==> src/hdl/itpdt_pkg.sv <==
// shared types, constants and the bcd adjust function of the decimal text block
// no dependencies
package itpdt_pkg;

    localparam int VALUE_W    = 32;
    localparam int NUM_DIGITS = 10;
    localparam int BCD_W      = 4 * NUM_DIGITS;
    localparam int CONV_STEPS = VALUE_W;
    localparam int STEP_CNT_W = $clog2(CONV_STEPS);
    localparam int CFG_W      = 5;

    localparam logic [7:0] CH_BLANK = 8'h20;
    localparam logic [7:0] CH_MINUS = 8'h2D;
    localparam logic [7:0] CH_ZERO  = 8'h30;

    // commands from the controller to the datapath
    typedef struct packed {
        logic load;   // take a new request
        logic step;   // one shift-add conversion step
        logic size;   // count digits and set up the field
        logic emit;   // load the next character into the output register
    } t_cmd;

    // status from the datapath to the controller
    typedef struct packed {
        logic last_char;  // the character about to be emitted ends the text
    } t_status;

    // add 3 to every bcd digit that is 5 or more
    function automatic logic [BCD_W-1:0] bcd_adjust(input logic [BCD_W-1:0] b);
        logic [BCD_W-1:0] res;
        logic [3:0]       nib;
        res = b;
        for (int i = 0; i < NUM_DIGITS; i++) begin
            nib = b[4*i +: 4];
            if (nib >= 4'd5) begin
                res[4*i +: 4] = nib + 4'd3;
            end
        end
        return res;
    endfunction

endpackage

==> src/hdl/int_to_padded_decimal_text.sv <==
// top level of the decimal text block: controller plus datapath
// depends on itpdt_pkg, itpdt_ctrl, itpdt_dp
//
// Converts each signed 32-bit request to right-justified decimal ASCII, one
// character per output request, most significant first, with o_last on the
// final digit. Blanks pad on the left up to i_cfg_data as last written
// (reset 0), saturated at MAX_WIDTH. Each item goes through an accept step, the
// 32 shift-add steps of the double dabble converter and a sizing step, then one
// character per cycle into the output register while the output is not stalled.
// The next request is taken as soon as the final character is in that register.
// Write the width only while the block is idle.
module int_to_padded_decimal_text #(
    parameter int MAX_WIDTH = 16
) (
    input  logic                 i_clk,
    input  logic                 i_rst_n,
    input  logic                 i_cfg_we,
    input  logic [4:0]           i_cfg_data,
    input  logic                 i_in_valid,
    output logic                 o_in_stall,
    input  logic signed [31:0]   i_value,
    output logic                 o_out_valid,
    input  logic                 i_out_stall,
    output logic [7:0]           o_char_code,
    output logic                 o_last
);

    itpdt_pkg::t_cmd    cmd;
    itpdt_pkg::t_status status;

    // sequencing
    itpdt_ctrl u_ctrl (
        .i_clk       (i_clk),
        .i_rst_n     (i_rst_n),
        .i_in_valid  (i_in_valid),
        .o_in_stall  (o_in_stall),
        .o_out_valid (o_out_valid),
        .i_out_stall (i_out_stall),
        .i_status    (status),
        .o_cmd       (cmd)
    );

    // conversion and character generation
    itpdt_dp #(
        .MAX_WIDTH (MAX_WIDTH)
    ) u_dp (
        .i_clk       (i_clk),
        .i_rst_n     (i_rst_n),
        .i_cfg_we    (i_cfg_we),
        .i_cfg_data  (i_cfg_data),
        .i_value     (i_value),
        .i_cmd       (cmd),
        .o_status    (status),
        .o_char_code (o_char_code),
        .o_last      (o_last)
    );

endmodule

==> src/hdl/itpdt_ctrl.sv <==
// controller of the decimal text block: accept, convert, size, emit sequence
// depends on itpdt_pkg
module itpdt_ctrl (
    input  logic               i_clk,
    input  logic               i_rst_n,
    input  logic               i_in_valid,
    output logic               o_in_stall,
    output logic               o_out_valid,
    input  logic               i_out_stall,
    input  itpdt_pkg::t_status i_status,
    output itpdt_pkg::t_cmd    o_cmd
);

    localparam logic [1:0] ST_IDLE = 2'd0;
    localparam logic [1:0] ST_CONV = 2'd1;
    localparam logic [1:0] ST_SIZE = 2'd2;
    localparam logic [1:0] ST_EMIT = 2'd3;

    logic [1:0]                       r_state, n_state;
    logic [itpdt_pkg::STEP_CNT_W-1:0] r_step, n_step;
    logic                             r_out_valid, n_out_valid;
    itpdt_pkg::t_cmd                  cmd;
    logic                             out_free;

    assign out_free = !r_out_valid || !i_out_stall;

    // next state and commands
    always_comb begin
        n_state = r_state;
        n_step  = r_step;
        cmd     = '0;
        case (r_state)
            ST_IDLE: begin
                if (i_in_valid) begin
                    cmd.load = 1'b1;
                    n_step   = '0;
                    n_state  = ST_CONV;
                end
            end
            ST_CONV: begin
                cmd.step = 1'b1;
                n_step   = r_step + 1'b1;
                if (r_step == itpdt_pkg::STEP_CNT_W'(itpdt_pkg::CONV_STEPS - 1)) begin
                    n_state = ST_SIZE;
                end
            end
            ST_SIZE: begin
                cmd.size = 1'b1;
                n_state  = ST_EMIT;
            end
            ST_EMIT: begin
                if (out_free) begin
                    cmd.emit = 1'b1;
                    if (i_status.last_char) begin
                        n_state = ST_IDLE;
                    end
                end
            end
            default: begin
                n_state = ST_IDLE;
            end
        endcase
    end

    // output register valid
    always_comb begin
        if (cmd.emit) begin
            n_out_valid = 1'b1;
        end else if (!i_out_stall) begin
            n_out_valid = 1'b0;
        end else begin
            n_out_valid = r_out_valid;
        end
    end

    always_ff @(posedge i_clk) begin
        if (!i_rst_n) begin
            r_state     <= ST_IDLE;
            r_step      <= '0;
            r_out_valid <= 1'b0;
        end else begin
            r_state     <= n_state;
            r_step      <= n_step;
            r_out_valid <= n_out_valid;
        end
    end

    assign o_in_stall  = (r_state != ST_IDLE);
    assign o_out_valid = r_out_valid;
    assign o_cmd       = cmd;

endmodule

==> src/hdl/itpdt_dp.sv <==
// datapath of the decimal text block: width register, double dabble, character output
// depends on itpdt_pkg
module itpdt_dp #(
    parameter int MAX_WIDTH = 16
) (
    input  logic                            i_clk,
    input  logic                            i_rst_n,
    input  logic                            i_cfg_we,
    input  logic [itpdt_pkg::CFG_W-1:0]     i_cfg_data,
    input  logic signed [itpdt_pkg::VALUE_W-1:0] i_value,
    input  itpdt_pkg::t_cmd                 i_cmd,
    output itpdt_pkg::t_status              o_status,
    output logic [7:0]                      o_char_code,
    output logic                            o_last
);

    localparam int CW   = $clog2(MAX_WIDTH + 1);
    localparam int CMPW = (CW > itpdt_pkg::CFG_W) ? CW : itpdt_pkg::CFG_W;

    logic [itpdt_pkg::CFG_W-1:0]   r_min_width;
    logic [itpdt_pkg::VALUE_W-1:0] r_mag;
    logic [itpdt_pkg::BCD_W-1:0]   r_bcd;
    logic                          r_neg;
    logic [3:0]                    r_text_len;
    logic [CW-1:0]                 r_remain;
    logic [7:0]                    r_char;
    logic                          r_last;

    logic [itpdt_pkg::BCD_W-1:0]   bcd_adj;
    logic [3:0]                    num_digits;
    logic [3:0]                    text_len;
    logic [CMPW-1:0]               width_c;
    logic [CW-1:0]                 width_eff;
    logic [CW-1:0]                 text_len_c;
    logic [CW-1:0]                 total;
    logic [CW-1:0]                 remain_m1;
    logic [CW-1:0]                 cur_len;
    logic [3:0]                    digit;
    logic [7:0]                    char_next;

    // configured width register
    always_ff @(posedge i_clk) begin
        if (!i_rst_n) begin
            r_min_width <= '0;
        end else if (i_cfg_we) begin
            r_min_width <= i_cfg_data;
        end
    end

    assign bcd_adj = itpdt_pkg::bcd_adjust(r_bcd);

    // digit count: position of the highest nonzero digit, at least one
    always_comb begin
        num_digits = 4'd1;
        for (int i = 1; i < itpdt_pkg::NUM_DIGITS; i++) begin
            if (r_bcd[4*i +: 4] != 4'd0) begin
                num_digits = 4'(i + 1);
            end
        end
    end

    // field size: text length against the saturated width
    always_comb begin
        text_len   = num_digits + {3'd0, r_neg};
        text_len_c = CW'(text_len);
        if (CMPW'(r_min_width) > CMPW'(MAX_WIDTH)) begin
            width_c = CMPW'(MAX_WIDTH);
        end else begin
            width_c = CMPW'(r_min_width);
        end
        width_eff = width_c[CW-1:0];
        total     = (width_eff > text_len_c) ? width_eff : text_len_c;
    end

    // character at the current countdown position
    always_comb begin
        cur_len   = CW'(r_text_len);
        remain_m1 = r_remain - 1'b1;
        digit     = 4'd0;
        for (int i = 0; i < itpdt_pkg::NUM_DIGITS; i++) begin
            if (remain_m1[3:0] == 4'(i)) begin
                digit = r_bcd[4*i +: 4];
            end
        end
        if (r_remain > cur_len) begin
            char_next = itpdt_pkg::CH_BLANK;
        end else if (r_neg && (r_remain == cur_len)) begin
            char_next = itpdt_pkg::CH_MINUS;
        end else begin
            char_next = itpdt_pkg::CH_ZERO + {4'd0, digit};
        end
    end

    // conversion and emission registers
    always_ff @(posedge i_clk) begin
        if (i_cmd.load) begin
            r_neg <= i_value[itpdt_pkg::VALUE_W-1];
            r_mag <= i_value[itpdt_pkg::VALUE_W-1] ? (~i_value + 1'b1) : i_value;
            r_bcd <= '0;
        end
        if (i_cmd.step) begin
            r_bcd <= {bcd_adj[itpdt_pkg::BCD_W-2:0], r_mag[itpdt_pkg::VALUE_W-1]};
            r_mag <= {r_mag[itpdt_pkg::VALUE_W-2:0], 1'b0};
        end
        if (i_cmd.size) begin
            r_text_len <= text_len;
            r_remain   <= total;
        end
        if (i_cmd.emit) begin
            r_char   <= char_next;
            r_last   <= (r_remain == CW'(1));
            r_remain <= remain_m1;
        end
    end

    assign o_status.last_char = (r_remain == CW'(1));
    assign o_char_code        = r_char;
    assign o_last             = r_last;

endmodule

==> config.mk <==
export PLATFORM = sky130hd
export DESIGN_NAME = int_to_padded_decimal_text
export DESIGN_NICKNAME = d
export VERILOG_FILES = /design/src/hdl/itpdt_pkg.sv /design/src/hdl/int_to_padded_decimal_text.sv /design/src/hdl/itpdt_ctrl.sv /design/src/hdl/itpdt_dp.sv
export SDC_FILE = /design/constraint.sdc
export NUM_CORES = 1
export LEC_CHECK = 0
export BUFFER_PORTS_ARGS = -buffer_cell sky130_fd_sc_hd__buf_2
export CORE_MARGIN = 3
export CORE_UTILIZATION = 40
export CTS_CLUSTER_SIZE = 24
export DETAILED_ROUTE_END_ITERATION = 16
export GPL_ROUTABILITY_DRIVEN = 0
export PLACE_DENSITY_LB_ADDON = 0.25
export SYNTH_ARGS = -nofsm -noshare
export SYNTH_HDL_FRONTEND = slang
export SYNTH_HIERARCHICAL = 1
export SYNTH_SLANG_ARGS = --single-unit
==> constraint.sdc <==
create_clock -name i_clk -period 8 [get_ports i_clk]
set_input_delay 0.8 -clock i_clk [delete_from_list [all_inputs] [get_ports i_clk]]
set_output_delay 0.8 -clock i_clk [all_outputs]
set_load 0.02 [all_outputs]
==> impl_metrics.csv <==
group,metric,value,unit
detailed_routing,dr_total_vias,5184,
setup_path,worst_path_most_repeated_cell,"ha_1",
cells_and_area,final_common_cell,"nand2_1",
floorplan,placementRows,46,
outcome,outcome,"finished, final reports clean",
floorplan,floorplan.initialDensity,41.67,%
clock_tree,cts_max_path_buffers,2,
logic_synthesis,number_of_unique_standard_cell_types_used_by_synthesis,68,
global_routing,wire_length_of_the_first_global_routing_pass,23.73,mm
timing,max_slew.worst_pin.slew,967.6,ps
cells_and_area,layout-area-overhead-vs-synth,10.64,%
setup_path,cpMaxStageDelayCell,"edfxtp_1",
detailed_routing,routed_wirelength,14.22,mm
timing,layout_min_cycle_time,3770,ps
placed_design,io_buffer_count,49,
timing,fin_skew,9.782,ps
logic_synthesis,ys.warnings.count,6,
clock_tree,worstSkewPairLatency,360,ps
power,power.density_cell_area,358.7,mW/mm^2
logic_synthesis,ys_seq_elements,101,
logic_synthesis,synth_cells,702,
setup_path,path_delay_family,"compound AO/OA/AOI/OAI gates",
floorplan,dieArea,0.01851,sq mm
detailed_routing,detailedRoute.firstPassIterationCount,5,
setup_path,capturing_element_type_of_the_critical_path,"register",
logic_synthesis,mappedNetlistArea,0.006764,sq mm
timing,final.setup.worst_slack,4230,ps
timing,fin_worst_hold_slack,504.8,ps
setup_path,worst_ep_required_time,8110,ps
detailed_routing,avgViaCountPerCell,5.406,
clock_tree,clock_tree_from_tritoncts,"yes",
logic_synthesis,yosys_most_used_dff,"edfxtp_1",
logic_synthesis,yosysTopAreaCell,"edfxtp_1",
floorplan,num_io_pins,53,
clock_tree,post-cts-setup-buffer-count,0,
placed_design,placement.setup.worst_slack,4268,ps
timing,finalHoldViolCount,0,
logic_synthesis,part_of_the_yosys_area_used_for_sequential_elements,42.77,%
global_routing,largest_net_degree_at_the_start_of_global_routing,72,
logic_synthesis,synth.top_cells.by_area,"edfxtp_1, ha_1, nand2_1",
timing,setup_repair_after_global_routing_missed_its_margin,"no",
power,leakage_component_of_the_power,2.801,nW
global_routing,track_usage,15.78,%
clock_tree,cts.repair.resized,0,
logic_synthesis,synth-async-reset-ratio,0,%
floorplan,dieHeight,136.0,um
setup_path,critical_path.cell_chain,"inv_1 -> ha_1 -> nor3b_1 -> o21ai_0 -> a21oi_1 -> o21ai_0 -> a21boi_0 -> ha_1 -> ha_1 -> xnor2_1 -> inv_1 -> ha_1 -> nand4_1 -> o21ai_0 -> a21oi_1 -> mux2i_1 -> o22ai_1",
global_routing,grt-ovfl-total,0,
global_routing,grt_antenna_before_repair,0,
setup_path,crit_path_start_kind,"register",
timing,slew_viol_final,0,
timing,fmax,265.2,MHz
logic_synthesis,avgSynthCellArea,9.635,sq um
power,irDropWorstVdd,0.2011,mV
clock_tree,clk_transition_reported_paths,70,ps
clock_tree,count_of_h_tree_levels_built_during_cts,3,
min_path,worstHoldPathType,"reg2reg",
cells_and_area,area.sequential,0.002893,sq mm
setup_path,arrival,3880,ps
cells_and_area,drive_above_1_share,11.84,%
setup_path,worst-path-max-fanout,5,
logic_synthesis,synth.top_cell.area_share,38.62,%
detailed_routing,detail_route.drc_violations,0,
floorplan,placeableCoreArea,0.01623,sq mm
placed_design,dp.final_hpwl,10.26,mm
timing,setup_viol_count_final,0,
timing,slew_headroom,35.50,%
global_routing,vias_in_the_first_global_route,4969,
power,power,2.684,mW
cells_and_area,num-fill-cells,1551,
timing,setup-tns-final,0,ps
setup_path,timing_worst_setup_path_type,"reg2reg",
setup_path,max_stage_delay,460,ps
timing,finalCritPeriodShare,47.13,%
logic_synthesis,synth_edf_count,87,
setup_path,critPathBufInv,2,
detailed_routing,postRouteAntennaNets,0,
cells_and_area,multi_input_area,0.003608,sq mm
cells_and_area,layout_nets,822,
clock_tree,cts_made_buffers,9,
run,drv_cap,0,
cells_and_area,most-common-layout-cells,"nand2_1, edfxtp_1, o21ai_0",
clock_tree,cts.sink_count,101,
clock_tree,cts_root_buf,"clkbuf_16",
floorplan,fp.dieW,136.0,um
clock_tree,cts_hold_buf,0,
detailed_routing,drt_iter0_markers,291,
cells_and_area,antenna_cells_inserted,0,
detailed_routing,drt-wirelength-per-cell,14.83,um
[final timing paths]
kind | start | end | cells after the start | slack [ps]
worst max-delay path | u_dp/r_bcd[12] | u_dp/r_remain[3] | 17 | 4230
worst min register to register | u_dp/r_mag[0] | u_dp/r_mag[0] | 2 | 500
worst min-delay path | u_dp/r_mag[0] | u_dp/r_mag[0] | 2 | 500
worst max register to register | u_dp/r_bcd[12] | u_dp/r_remain[3] | 17 | 4230
[cell families (layout without fill, tap and decap cells)]
kind of cell / count (synthesis) / in the layout / share of synthesized area [%]
simple gates: 248 / 248 / 19.37
compound gates: 177 / 177 / 17.37
flops: 101 / 101 / 42.77
buf+inv: 67 / 107 / 3.977
xor+xnor: 53 / 53 / 6.863
fa+ha+maj: 42 / 42 / 7.769
mux: 12 / 12 / 1.776
other cells: 2 / 3 / 0.1110
[worst min-delay path: stages, from the launching register on]
cell	delay [ps]
dfxtp_1	330
mux2i_1	60
nor2_1	80
[per-layer routing]
layer | global-route usage, % | share of wire, % | vias up
met5 | 0 | 0 | -
met4 | 4.087 | 0.98 | 0
met3 | 4.034 | 4.7 | 16
met2 | 25.95 | 47 | 107
met1 | 20.81 | 47 | 2481
li1 | - | - | 2580
[sequential cells by signal (all words and copies together), names as in the netlist]
register,flops
u_ctrl/o_out_valid,1
u_ctrl/r_state,2
u_ctrl/r_step,5
u_dp/o_char_code,5
u_dp/o_last,1
u_dp/r_bcd,40
u_dp/r_mag,32
u_dp/r_min_width,5
u_dp/r_neg,1
u_dp/r_remain,5
u_dp/r_text_len,4
[cell type report]
class                           instances  area share (%)
Multi-Input combinational cell        535           48.22
Tap cell                              216           3.611
Inverter                               39           1.956
Timing Repair Buffer                   52           3.578
Clock buffer                            9           3.010
Clock inverter                          7          0.9697
Sequential cell                       101           38.66
[synth_stat cells (all sizes together), types with 14 or more instances]
cell type	instances
and2	26
nor2	22
nor2b	19
xor2	37
nand2b	17
inv	38
dfxtp	14
a21boi	14
xnor2	16
nor3b	19
o21ai	76
nand2	98
edfxtp	87
ha	42
a21oi	27
clkbuf	22
[report_power, final]
part	total (mW)	internal [mW]	leakage (nW)	switching, mW
Clock	0.444	0.244	0.144	0.200
Sequential	1.11	0.910	0.988	0.195
Combinational	1.14	0.441	1.67	0.694
Total	2.68	1.59	2.80	1.09
[per-stage QoR]
step                std cells  utilization [%]  cell area, sq um
floorplan                 703                -              6768
global placement          943            44.27              7186
detailed placement        943            44.27              7186
CTS                       959            46.11              7483
global route              959            46.11              7483
finish                    959            46.11              7483
(Power assumes the default switching activity.)
